File: src/hw/rtl/greedy_bandit_sample_average_core_macros.svh
// ----------------------------------------------------------------------------
// Greedy bandit core assertion macros
// Shared concurrent assertion forms used by the RTL of the bandit core.
// ----------------------------------------------------------------------------
`ifndef GREEDY_BANDIT_SAMPLE_AVERAGE_CORE_MACROS_SVH
`define GREEDY_BANDIT_SAMPLE_AVERAGE_CORE_MACROS_SVH

// same-cycle implication
`define GBSA_ASSERT_IMP(lbl, clk, rst_n, ante, cons) \
    lbl: assert property (@(posedge clk) disable iff (!rst_n) (ante) |-> (cons)) \
        else $error("gbsa: assertion failed");

// next-cycle implication
`define GBSA_ASSERT_NXT(lbl, clk, rst_n, ante, cons) \
    lbl: assert property (@(posedge clk) disable iff (!rst_n) (ante) |=> (cons)) \
        else $error("gbsa: assertion failed");

`endif

File: src/hw/rtl/gbsa_pkg.sv
// ----------------------------------------------------------------------------
// Greedy bandit package
// Sizes, register indexes and controller/datapath interface types.
// ----------------------------------------------------------------------------
`timescale 1ns / 1ps
`default_nettype none

package gbsa_pkg;

    localparam int ARMS       = 16;
    localparam int ARM_W      = $clog2(ARMS);
    localparam int SIDX_W     = ARM_W + 1;
    localparam int FIELD_ARM_W = 4;
    localparam int EST_W      = 16;
    localparam int CNT_W      = 16;
    localparam int DIV_W      = EST_W + 1;
    localparam int DIV_STEPS  = DIV_W;
    localparam int STEP_W     = $clog2(DIV_STEPS);

    localparam int CFG_IDX_W  = 2;
    localparam int CFG_DATA_W = 5;
    localparam int AIU_W      = 5;
    localparam int BEST_W     = 4;

    localparam logic [CFG_IDX_W-1:0] REG_ARMS_IN_USE = CFG_IDX_W'(0);
    localparam logic [CFG_IDX_W-1:0] REG_BEST_ARM    = CFG_IDX_W'(1);

    localparam logic [AIU_W-1:0]  AIU_RESET  = AIU_W'(10);
    localparam logic [BEST_W-1:0] BEST_RESET = BEST_W'(2);
    localparam logic [CNT_W-1:0]  CNT_MAX    = {CNT_W{1'b1}};

    typedef struct packed {
        logic capture;
        logic load;
        logic step;
        logic update;
        logic clear;
    } t_dp_cmd;

    typedef struct packed {
        logic scan_done;
    } t_dp_sts;

endpackage

`default_nettype wire

File: src/hw/rtl/gbsa_if.sv
// ----------------------------------------------------------------------------
// Greedy bandit channel interfaces
// Reward input, result output and register write channels.
// ----------------------------------------------------------------------------
`timescale 1ns / 1ps
`default_nettype none

interface gbsa_in_if;
    import gbsa_pkg::*;
    logic                     valid;
    logic                     ready;
    logic                     kind;
    logic signed [EST_W-1:0]  reward;
    modport source (output valid, kind, reward, input ready);
    modport sink   (input valid, kind, reward, output ready);
endinterface

interface gbsa_out_if;
    import gbsa_pkg::*;
    logic                     valid;
    logic                     ready;
    logic [FIELD_ARM_W-1:0]   rewarded_arm;
    logic                     hit_best;
    logic signed [EST_W-1:0]  new_estimate;
    logic [FIELD_ARM_W-1:0]   next_arm;
    modport source (output valid, rewarded_arm, hit_best, new_estimate, next_arm,
                    input ready);
    modport sink   (input valid, rewarded_arm, hit_best, new_estimate, next_arm,
                    output ready);
endinterface

interface gbsa_cfg_if;
    import gbsa_pkg::*;
    logic                  valid;
    logic                  ready;
    logic [CFG_IDX_W-1:0]  index;
    logic [CFG_DATA_W-1:0] data;
    modport source (output valid, index, data, input ready);
    modport sink   (input valid, index, data, output ready);
endinterface

`default_nettype wire

File: src/hw/rtl/greedy_bandit_sample_average_core.sv
// ----------------------------------------------------------------------------
// Greedy bandit core, sample-average estimates
// Top level: controller, datapath and channel wiring.
// ----------------------------------------------------------------------------
// A reward transaction holds the core through the accepting cycle, a fetch
// of the current arm's estimate and count, the one-bit-per-cycle restoring
// divider, and a write-back that posts the result to the output register.
// The argmax scan over the other arms runs one arm per cycle beside the
// divider. A clear transaction holds it through the accepting cycle and a
// clear that posts its result. One transaction is in work at a time; a new
// one is taken while the previous result still waits in the output register,
// and its write-back cycle is stretched until that result has gone. Register
// writes are taken in any cycle and belong between transactions.
// ----------------------------------------------------------------------------
`timescale 1ns / 1ps
`default_nettype none

module greedy_bandit_sample_average_core (
    input  wire logic   i_clk,
    input  wire logic   i_rst_n,
    gbsa_in_if.sink     i_in,
    gbsa_out_if.source  o_out,
    gbsa_cfg_if.sink    i_cfg
);
    import gbsa_pkg::*;

    t_dp_cmd cmd;
    t_dp_sts sts;

    assign i_cfg.ready = 1'b1;

    gbsa_ctrl u_ctrl (
        .i_clk       (i_clk),
        .i_rst_n     (i_rst_n),
        .i_in_valid  (i_in.valid),
        .i_in_kind   (i_in.kind),
        .o_in_ready  (i_in.ready),
        .o_out_valid (o_out.valid),
        .i_out_ready (o_out.ready),
        .o_cmd       (cmd),
        .i_sts       (sts)
    );

    gbsa_datapath u_datapath (
        .i_clk          (i_clk),
        .i_rst_n        (i_rst_n),
        .i_cmd          (cmd),
        .o_sts          (sts),
        .i_reward       (i_in.reward),
        .i_cfg_valid    (i_cfg.valid),
        .i_cfg_index    (i_cfg.index),
        .i_cfg_data     (i_cfg.data),
        .o_rewarded_arm (o_out.rewarded_arm),
        .o_hit_best     (o_out.hit_best),
        .o_new_estimate (o_out.new_estimate),
        .o_next_arm     (o_out.next_arm)
    );

endmodule

`default_nettype wire

File: src/hw/rtl/gbsa_ctrl.sv
// ----------------------------------------------------------------------------
// Greedy bandit controller
// Sequences fetch, divide, update and clear; owns the result valid flag.
// ----------------------------------------------------------------------------
`timescale 1ns / 1ps
`default_nettype none
`include "greedy_bandit_sample_average_core_macros.svh"

module gbsa_ctrl (
    input  wire logic             i_clk,
    input  wire logic             i_rst_n,
    input  wire logic             i_in_valid,
    input  wire logic             i_in_kind,
    output logic                  o_in_ready,
    output logic                  o_out_valid,
    input  wire logic             i_out_ready,
    output gbsa_pkg::t_dp_cmd     o_cmd,
    input  wire gbsa_pkg::t_dp_sts i_sts
);
    import gbsa_pkg::*;

    typedef enum logic [2:0] {
        S_IDLE,
        S_LOAD,
        S_DIV,
        S_UPD,
        S_CLR
    } t_state;

    t_state             r_state, n_state;
    logic [STEP_W-1:0]  r_step, n_step;
    logic               r_ovalid, n_ovalid;
    logic               out_free;
    logic               posting;

    assign out_free    = !r_ovalid || i_out_ready;
    assign o_in_ready  = (r_state == S_IDLE);
    assign o_out_valid = r_ovalid;
    assign posting     = o_cmd.update || o_cmd.clear;

    always_comb begin
        o_cmd         = '0;
        o_cmd.capture = (r_state == S_IDLE) && i_in_valid;
        o_cmd.load    = (r_state == S_LOAD);
        o_cmd.step    = (r_state == S_DIV);
        o_cmd.update  = (r_state == S_UPD) && out_free;
        o_cmd.clear   = (r_state == S_CLR) && out_free;
    end

    always_comb begin
        n_state  = r_state;
        n_step   = r_step;
        n_ovalid = r_ovalid && !i_out_ready;
        case (r_state)
            S_IDLE: begin
                if (i_in_valid) begin
                    n_state = i_in_kind ? S_CLR : S_LOAD;
                end
            end
            S_LOAD: begin
                n_state = S_DIV;
                n_step  = '0;
            end
            S_DIV: begin
                n_step = r_step + STEP_W'(1);
                if (r_step == STEP_W'(DIV_STEPS - 1) && i_sts.scan_done) begin
                    n_state = S_UPD;
                end
            end
            S_UPD, S_CLR: begin
                if (out_free) begin
                    n_state  = S_IDLE;
                    n_ovalid = 1'b1;
                end
            end
            default: begin
                n_state = S_IDLE;
            end
        endcase
    end

    always_ff @(posedge i_clk) begin
        if (!i_rst_n) begin
            r_state  <= S_IDLE;
            r_step   <= '0;
            r_ovalid <= 1'b0;
        end else begin
            r_state  <= n_state;
            r_step   <= n_step;
            r_ovalid <= n_ovalid;
        end
    end

    `GBSA_ASSERT_NXT(a_reward_fetch, i_clk, i_rst_n, o_cmd.capture && !i_in_kind, r_state == S_LOAD)
    `GBSA_ASSERT_IMP(a_scan_before_update, i_clk, i_rst_n, o_cmd.update, i_sts.scan_done)
    `GBSA_ASSERT_NXT(a_result_posted, i_clk, i_rst_n, posting, r_ovalid && r_state == S_IDLE)
    `GBSA_ASSERT_IMP(a_valid_source, i_clk, i_rst_n, $rose(r_ovalid), $past(posting))

endmodule

`default_nettype wire

File: src/hw/rtl/gbsa_datapath.sv
// ----------------------------------------------------------------------------
// Greedy bandit datapath
// Estimate and count registers, restoring divider, argmax scan, config.
// ----------------------------------------------------------------------------
`timescale 1ns / 1ps
`default_nettype none

module gbsa_datapath (
    input  wire logic                              i_clk,
    input  wire logic                              i_rst_n,
    input  wire gbsa_pkg::t_dp_cmd                 i_cmd,
    output gbsa_pkg::t_dp_sts                      o_sts,
    input  wire logic signed [gbsa_pkg::EST_W-1:0] i_reward,
    input  wire logic                              i_cfg_valid,
    input  wire logic [gbsa_pkg::CFG_IDX_W-1:0]    i_cfg_index,
    input  wire logic [gbsa_pkg::CFG_DATA_W-1:0]   i_cfg_data,
    output logic [gbsa_pkg::FIELD_ARM_W-1:0]       o_rewarded_arm,
    output logic                                   o_hit_best,
    output logic signed [gbsa_pkg::EST_W-1:0]      o_new_estimate,
    output logic [gbsa_pkg::FIELD_ARM_W-1:0]       o_next_arm
);
    import gbsa_pkg::*;

    logic signed [EST_W-1:0] r_est [ARMS];
    logic [CNT_W-1:0]        r_cnt [ARMS];
    logic [ARM_W-1:0]        r_cur;
    logic [AIU_W-1:0]        r_aiu;
    logic [BEST_W-1:0]       r_best;

    logic signed [EST_W-1:0] r_reward;
    logic [ARM_W-1:0]        r_arm;
    logic signed [EST_W-1:0] r_old;
    logic                    r_neg;
    logic [DIV_W-1:0]        r_quo;
    logic [CNT_W-1:0]        r_rem;
    logic [CNT_W-1:0]        r_dvs;

    logic [SIDX_W-1:0]       r_sidx;
    logic                    r_have;
    logic signed [EST_W-1:0] r_bval;
    logic [ARM_W-1:0]        r_bidx;

    logic [ARM_W-1:0]        rd_addr;
    logic signed [EST_W-1:0] est_rd;
    logic [CNT_W-1:0]        cnt_rd;
    logic [CNT_W-1:0]        cnt_new;
    logic signed [DIV_W-1:0] diff;
    logic [DIV_W-1:0]        diff_mag;
    logic [DIV_W-1:0]        trial;
    logic                    trial_ok;
    logic [SIDX_W-1:0]       live_n;
    logic                    scan_take;
    logic signed [DIV_W:0]   quo_s;
    logic signed [DIV_W:0]   est_sum;
    logic signed [EST_W-1:0] est_new;
    logic                    new_wins;
    logic [ARM_W-1:0]        next_arm;

    assign rd_addr = i_cmd.load ? r_cur : r_sidx[ARM_W-1:0];
    assign est_rd  = r_est[rd_addr];
    assign cnt_rd  = r_cnt[r_cur];
    assign cnt_new = (cnt_rd == CNT_MAX) ? CNT_MAX : cnt_rd + CNT_W'(1);

    assign diff     = $signed({r_reward[EST_W-1], r_reward})
                      - $signed({est_rd[EST_W-1], est_rd});
    assign diff_mag = diff[DIV_W-1] ? DIV_W'(-diff) : DIV_W'(diff);

    assign trial    = {r_rem, r_quo[DIV_W-1]};
    assign trial_ok = (trial >= {1'b0, r_dvs});

    always_comb begin
        if (r_aiu == '0) begin
            live_n = SIDX_W'(1);
        end else if ({{(SIDX_W + AIU_W){1'b0}}, r_aiu} > (SIDX_W + AIU_W + AIU_W)'(ARMS)) begin
            live_n = SIDX_W'(ARMS);
        end else begin
            live_n = SIDX_W'(r_aiu);
        end
    end

    assign scan_take = (r_sidx < SIDX_W'(ARMS)) && (r_sidx < live_n)
                       && (r_sidx[ARM_W-1:0] != r_arm)
                       && (!r_have || est_rd > r_bval);

    assign quo_s   = r_neg ? -$signed({1'b0, r_quo}) : $signed({1'b0, r_quo});
    assign est_sum = $signed({{2{r_old[EST_W-1]}}, r_old}) + quo_s;
    assign est_new = est_sum[EST_W-1:0];

    assign new_wins = ({1'b0, r_arm} < live_n)
                      && (!r_have || est_new > r_bval
                          || (est_new == r_bval && r_arm < r_bidx));
    assign next_arm = new_wins ? r_arm : r_bidx;

    assign o_sts.scan_done = (r_sidx >= SIDX_W'(ARMS));

    always_ff @(posedge i_clk) begin
        if (!i_rst_n) begin
            for (int a = 0; a < ARMS; a++) begin
                r_est[a] <= '0;
                r_cnt[a] <= '0;
            end
            r_cur  <= '0;
            r_aiu  <= AIU_RESET;
            r_best <= BEST_RESET;
        end else begin
            if (i_cfg_valid) begin
                case (i_cfg_index)
                    REG_ARMS_IN_USE: r_aiu  <= i_cfg_data[AIU_W-1:0];
                    REG_BEST_ARM:    r_best <= i_cfg_data[BEST_W-1:0];
                    default: ;
                endcase
            end
            if (i_cmd.clear) begin
                for (int a = 0; a < ARMS; a++) begin
                    r_est[a] <= '0;
                    r_cnt[a] <= '0;
                end
                r_cur <= '0;
            end
            if (i_cmd.load) begin
                r_cnt[r_cur] <= cnt_new;
            end
            if (i_cmd.update) begin
                r_est[r_arm] <= est_new;
                r_cur        <= next_arm;
            end
        end
    end

    always_ff @(posedge i_clk) begin
        if (i_cmd.capture) begin
            r_reward <= i_reward;
        end
        if (i_cmd.load) begin
            r_arm  <= r_cur;
            r_old  <= est_rd;
            r_neg  <= diff[DIV_W-1];
            r_quo  <= diff_mag;
            r_rem  <= '0;
            r_dvs  <= cnt_new;
            r_sidx <= '0;
            r_have <= 1'b0;
        end
        if (i_cmd.step) begin
            r_quo <= {r_quo[DIV_W-2:0], trial_ok};
            r_rem <= trial_ok ? CNT_W'(trial - {1'b0, r_dvs}) : trial[CNT_W-1:0];
            if (!o_sts.scan_done) begin
                r_sidx <= r_sidx + SIDX_W'(1);
                if (scan_take) begin
                    r_have <= 1'b1;
                    r_bval <= est_rd;
                    r_bidx <= r_sidx[ARM_W-1:0];
                end
            end
        end
        if (i_cmd.update) begin
            o_rewarded_arm <= FIELD_ARM_W'(r_arm);
            o_hit_best     <= (BEST_W'(r_arm) == r_best);
            o_new_estimate <= est_new;
            o_next_arm     <= FIELD_ARM_W'(next_arm);
        end else if (i_cmd.clear) begin
            o_rewarded_arm <= '0;
            o_hit_best     <= 1'b0;
            o_new_estimate <= '0;
            o_next_arm     <= '0;
        end
    end

endmodule

`default_nettype wire
File: src/flat_wrapper.sv
// flat-port wrapper written by rule: the top's interface ports become plain ports
module greedy_bandit_sample_average_core_flat import gbsa_pkg::*;
  (i_clk, i_rst_n, i_in_valid, i_in_kind, i_in_reward, i_in_ready, o_out_valid, o_out_rewarded_arm, o_out_hit_best, o_out_new_estimate, o_out_next_arm, o_out_ready, i_cfg_valid, i_cfg_index, i_cfg_data, i_cfg_ready);
  gbsa_in_if i_in_i ();
  gbsa_out_if o_out_i ();
  gbsa_cfg_if i_cfg_i ();
  input  wire logic i_clk;
  input  wire logic i_rst_n;
  input wire logic [$bits(i_in_i.valid)-1:0] i_in_valid;
  input wire logic [$bits(i_in_i.kind)-1:0] i_in_kind;
  input wire logic [$bits(i_in_i.reward)-1:0] i_in_reward;
  output wire logic [$bits(i_in_i.ready)-1:0] i_in_ready;
  output wire logic [$bits(o_out_i.valid)-1:0] o_out_valid;
  output wire logic [$bits(o_out_i.rewarded_arm)-1:0] o_out_rewarded_arm;
  output wire logic [$bits(o_out_i.hit_best)-1:0] o_out_hit_best;
  output wire logic [$bits(o_out_i.new_estimate)-1:0] o_out_new_estimate;
  output wire logic [$bits(o_out_i.next_arm)-1:0] o_out_next_arm;
  input wire logic [$bits(o_out_i.ready)-1:0] o_out_ready;
  input wire logic [$bits(i_cfg_i.valid)-1:0] i_cfg_valid;
  input wire logic [$bits(i_cfg_i.index)-1:0] i_cfg_index;
  input wire logic [$bits(i_cfg_i.data)-1:0] i_cfg_data;
  output wire logic [$bits(i_cfg_i.ready)-1:0] i_cfg_ready;
  assign i_in_i.valid = i_in_valid;
  assign i_in_i.kind = i_in_kind;
  assign i_in_i.reward = i_in_reward;
  assign i_in_ready = i_in_i.ready;
  assign o_out_valid = o_out_i.valid;
  assign o_out_rewarded_arm = o_out_i.rewarded_arm;
  assign o_out_hit_best = o_out_i.hit_best;
  assign o_out_new_estimate = o_out_i.new_estimate;
  assign o_out_next_arm = o_out_i.next_arm;
  assign o_out_i.ready = o_out_ready;
  assign i_cfg_i.valid = i_cfg_valid;
  assign i_cfg_i.index = i_cfg_index;
  assign i_cfg_i.data = i_cfg_data;
  assign i_cfg_ready = i_cfg_i.ready;
  greedy_bandit_sample_average_core u_core (.i_clk(i_clk), .i_rst_n(i_rst_n), .i_in(i_in_i), .o_out(o_out_i), .i_cfg(i_cfg_i));
endmodule
File: config.mk
export PLATFORM = sky130hd
export DESIGN_NAME = greedy_bandit_sample_average_core_flat
export DESIGN_NICKNAME = d
export VERILOG_FILES = /design/src/hw/rtl/gbsa_pkg.sv /design/src/hw/rtl/gbsa_if.sv /design/src/hw/rtl/greedy_bandit_sample_average_core.sv /design/src/hw/rtl/gbsa_ctrl.sv /design/src/hw/rtl/gbsa_datapath.sv /design/src/flat_wrapper.sv
export VERILOG_INCLUDE_DIRS = /design/src /design/src/hw/rtl
export SDC_FILE = /design/constraint.sdc
export NUM_CORES = 1
export LEC_CHECK = 0
export BUFFER_PORTS_ARGS = -buffer_cell sky130_fd_sc_hd__buf_2
export CAP_MARGIN = 20
export CORE_ASPECT_RATIO = 0.5
export CORE_UTILIZATION = 45
export CTS_BUF_LIST = sky130_fd_sc_hd__clkbuf_4 sky130_fd_sc_hd__clkbuf_8 sky130_fd_sc_hd__clkbuf_16
export CTS_CLUSTER_SIZE = 14
export DETAILED_ROUTE_END_ITERATION = 12
export PLACE_DENSITY = 0.68
export SLEW_MARGIN = 10
export SYNTH_ARGS = -nofsm -noshare
export SYNTH_HDL_FRONTEND = slang
export SYNTH_SLANG_ARGS = --single-unit
File: constraint.sdc
create_clock -name i_clk -period 8 [get_ports i_clk]
set_input_delay 2 -clock i_clk [delete_from_list [all_inputs] [get_ports i_clk]]
set_output_delay 2 -clock i_clk [all_outputs]
set_load 0.05 [all_outputs]
==> reports/results.md <==
| Group | Parameter | This run |
|:---|:---|:---|
| setup path | Worst endpoint required time | 8370 ps |
| layout | Fill cell count | 6338 |
| sta | Final-report hold violation count | 0 |
| setup path | Number of buffers and inverters on the critical path | 2 |
| setup path | CP max FO | 88 |
| global routing | Wire length of the first global-routing pass | 130 mm |
| die | FP Rows | 70 |
| drt | Detailed-route via count | 22700 |
| clock network | Post-CTS Setup Repair Bufs | 0 |
| place | HPWL Detailed | 54.6 mm |
| drt | DR iter-0 viols | 2511 |
| synthesis | Number of flops mapped to enable cells by yosys | 643 |
| synthesis | Proportion of netlist area held by the largest area contributor | 57.5% |
| sta | Top achievable clock speed | 0.147 GHz |
| clock network | CTS tree | built |
| drt | Final WL | 86.7 mm |
| synthesis | Leading cell type by number of instances after synthesis | sky130_fd_sc_hd__edfxtp_1 |
| global routing | Pin count of the biggest net entering global routing | 89 |
| sta | Remaining max-slew budget at the tightest pin | 24.5% |
| synthesis | Number of nets produced by synthesis | 3016 |
| clock network | CTS sink cnt | 675 |
| global routing | Initial antenna violation count | 1 |
| clock network | H-tree depth | 3 |
| synthesis | Ranking of synthesized cells by area | sky130_fd_sc_hd__edfxtp_1 (58%), sky130_fd_sc_hd__nor2_1 (6.5%), sky130_fd_sc_hd__mux4_2 (3.9%) |
| synthesis | Sequential share of the synthesized area | 59.4% |
| layout | Area of the multi-input gates | 12500 µm² |
| die | Height of the die | 195 µm |
| clock network | Post-CTS Hold Fix Bufs | 0 |
| place | Total instance count after detailed placement | 3759 |
| power | Reg power frac | 40.7% |
| synthesis | Proportion of register bits with asynchronous set or reset after synthesis | 0% |
| place | Number of input and output port buffers inserted | 55 |
| layout | Share of layout cells above drive strength 1 | 11.1% |
| clock network | Root buffer cell | sky130_fd_sc_hd__clkbuf_16 |
| setup path | Kind of cell adding the most delay to the critical path | compound AO/OA/AOI/OAI gates |
| clock network | Clock-pin slew reported for the worst setup and hold paths after clock tree synthesis | 70 ps |
| synthesis | Post-synthesis instance area | 33600 µm² |
| die | Die extent in x | 388 µm |
| place | Cell area after placement | 34500 µm² |
| sta | RSZ-0062 raised after global routing | false |
| global routing | Via count of the first global-routing pass | 21700 |
| die | I/O pins | 57 |
| clock network | Worst skew pair latency | 620 ps |
| setup path | Setup slack of the worst register-to-register path | 1190 ps |
| global routing | Gr usage total | 22.6% |
| setup path | Setup crit start kind | flop |
| status | Result of the run | finished, final reports clean |
| sta | Minimum clock period | 6810 ps |
| power | NetSw | 3.59 mW |
| global routing | Global-route congestion overflow total | 0 |
| run | Max Cap Violations | 0 |
| sta | Total of endpoints with negative setup slack in the final report | 0 |
| synthesis | YS warnings | 0 |
| power | Share of power burned in combinational logic | 29.4% |
| drt | 1st-pass router iterations | 5 |
| setup path | Critical Path End Type | flop |
| synthesis | Cells after Synth | 2885 |
| die | Full die area | 75700 µm² |
| die | Standard cell core area | 73400 µm² |
| setup path | Cells along the critical path | or3b_2 > clkinv_1 > nand2_1 > and2_4 > buf_4 > a211oi_1 > a311oi_1 > a21oi_1 > a21o_1 > ha_1 > o21a_1 > o21ai_0 > a211oi_1 > o21a_1 > o2111ai_2 > nand2_1 > a2111o_1 > and3_1 |
| power | Cell Int Power | 6.81 mW |
| sta | Max-slew violation total from the final report | 0 |
| synthesis | Cell type with the largest total area after synthesis | sky130_fd_sc_hd__edfxtp_1 |
| layout | Area added between synthesis and finish | 9.22% |
| clock network | Number of buffers on the longest clock path | 3 |
| setup path | Worst-path cell with the longest stage delay | sky130_fd_sc_hd__and2_4 |
| power | Lkg Pwr | 13.6 nW |
| power | Switching power as a share of total power | 34.5% |
| drt | Post-route ant nets | 0 |
| sta | Worst clock skew | 18.5 ps |
| synthesis | Mean Syn Cell Area | 11.6 µm² |
| layout | Non-Filler Instances | 3877 |
| layout | Post-layout utilization of the core | 49.9% |
| power | Power density cells | 284 nW/µm² |
| clock network | Gates resized, CTS repair | 0 |
| power | Clk network pwr share | 29.9% |
| synthesis | Number of flip-flops and latches in the synthesized netlist | 675 |
| layout | Post-Layout Inst Area | 36700 µm² |
| sta | Final period util | 85.1% |
| synthesis | Commonest cells in the synthesized netlist | sky130_fd_sc_hd__edfxtp_1 (643), sky130_fd_sc_hd__nor2_1 (582), sky130_fd_sc_hd__nand2_1 (270) |
| layout | Layout net count | 2988 |
| setup path | Setup CP Type | flop to flop |
| setup path | Critical Path AT | 7180 ps |
| die | Starting density of the core | 45.7% |
| sta | Sum of negative setup slack | 0 ps |
| sta | Worst hold slack | 468 ps |
| setup path | Highest cell delay on the worst timing path | 800 ps |
| layout | Area of all sequential standard cells | 20000 µm² |
| worst hold path | Type of the worst min-delay path | flop to flop |
| drt | DRC violation count after routing | 0 |
| synthesis | Most used DFF post-synth | sky130_fd_sc_hd__edfxtp_1 |
| clock network | Number of buffers added by the clock tree synthesis step | 66 |
| synthesis | Number of different library cells in the post-synthesis netlist | 85 |
| power | Peak supply drop | 0.000170 V |
| place | RD Place Congestion | 0.892 |
| sta | Actual slew at the worst max-slew pin | 1130 ps |
| drt | Ratio of routed vias to standard cells | 5.86 |
| drt | Mean routed wirelength per cell | 22.4 µm |
layout make-up:
type	count	share of cell area (%)
Multi-Input combinational cell	1925	34.0
Sequential cell	675	54.4
Clock buffer	83	5.05
Tap cell	972	3.32
Inverter	99	1.01
Timing Repair Buffer	90	1.52
Antenna cell	1	0.00683
Clock inverter	32	0.666
sequential cells by signal (all words and copies together) (netlist names), 5 cells and up, named ones only:
signal and count:
u_core.u_datapath.o_new_estimate 16, u_core.u_datapath.r_rem 16, u_core.u_ctrl.r_step 5, u_core.u_datapath.r_sidx 5
u_core.u_datapath.r_aiu 5, u_core.u_datapath.r_old 16, u_core.u_datapath.r_cnt 256, u_core.u_datapath.r_bval 16
u_core.u_datapath.r_dvs 16, u_core.u_datapath.r_est 256, u_core.u_datapath.r_quo 17, u_core.u_datapath.r_reward 16
power groups by stage:
stage	clock [mW]	combinational (mW)	sequential, mW
floorplan	0	1.99	4.27
CTS	3.13	3.02	4.23
global placement	0	2.95	4.30
finish	3.11	3.06	4.23
global route	3.26	3.29	4.25
detailed placement	0	3.00	4.30
layout by cell type, fill, tap and decap left out, types with 19 or more instances in the layout:
master / Yosys / layout
sky130_fd_sc_hd__a211oi_1: 97 / 97
sky130_fd_sc_hd__a21o_1: 39 / 39
sky130_fd_sc_hd__a21oi_1: 105 / 102
sky130_fd_sc_hd__a311oi_1: 33 / 33
sky130_fd_sc_hd__a31oi_1: 42 / 42
sky130_fd_sc_hd__and2_1: 74 / 73
sky130_fd_sc_hd__buf_2: 33 / 55
sky130_fd_sc_hd__buf_4: 6 / 32
sky130_fd_sc_hd__clkbuf_16: 0 / 69
sky130_fd_sc_hd__dfxtp_1: 32 / 29
sky130_fd_sc_hd__edfxtp_1: 643 / 643
sky130_fd_sc_hd__ha_1: 99 / 99
sky130_fd_sc_hd__inv_1: 94 / 94
sky130_fd_sc_hd__mux2i_1: 46 / 44
sky130_fd_sc_hd__mux4_2: 58 / 58
sky130_fd_sc_hd__nand2_1: 270 / 269
sky130_fd_sc_hd__nand3_1: 46 / 46
sky130_fd_sc_hd__nand4_1: 19 / 19
sky130_fd_sc_hd__nor2_1: 582 / 582
sky130_fd_sc_hd__nor2b_1: 40 / 39
sky130_fd_sc_hd__nor3_1: 57 / 56
sky130_fd_sc_hd__o21ai_0: 64 / 64
sky130_fd_sc_hd__xnor2_1: 45 / 40
per-stage QoR:
step | setup WS, ps | power [mW]
5_1_grt | 711 | 10.8
6_report | 1190 | 10.4
3_5_place_dp | 1330 | 7.31
2_1_floorplan | 1810 | 6.26
4_1_cts | 1280 | 10.4
3_3_place_gp | 1510 | 7.24
cell families after synthesis:
logic type      count (synthesis)  synth area share [%]
other cells                     1                0.0112
mux                           120                  6.21
flops                         675                  59.4
compound gates                454                  9.16
fa+ha+maj                     102                  3.87
xor+xnor                       68                  1.77
simple gates                 1180                  15.6
buf+inv                       285                  3.93
final timing paths:
| check | startpoint | to | cells past startpoint |
|---|---|---|---|
| worst max register to register | u_core.u_ctrl.r_state[2] | u_core.u_datapath.r_quo[15] | 18 |
| worst min register to register | u_core.u_ctrl.r_step[4] | u_core.u_ctrl.r_step[4] | 1 |
| worst max-delay path | u_core.u_ctrl.r_state[2] | u_core.u_datapath.r_quo[15] | 18 |
| worst min-delay path | u_core.u_ctrl.r_step[4] | u_core.u_ctrl.r_step[4] | 1 |
metal layers:
| layer | vias up | wire [µm] | track usage (%) |
|---|---|---|---|
| met5 | - | 0 | 0 |
| met4 | 0 | 2280 | 7.06 |
| met3 | 142 | 6610 | 3.77 |
| met2 | 914 | 40700 | 36.2 |
| met1 | 11300 | 37200 | 31.5 |
| li1 | 10400 | - | - |
No activity file was read; power rests on OpenSTA's default activity.
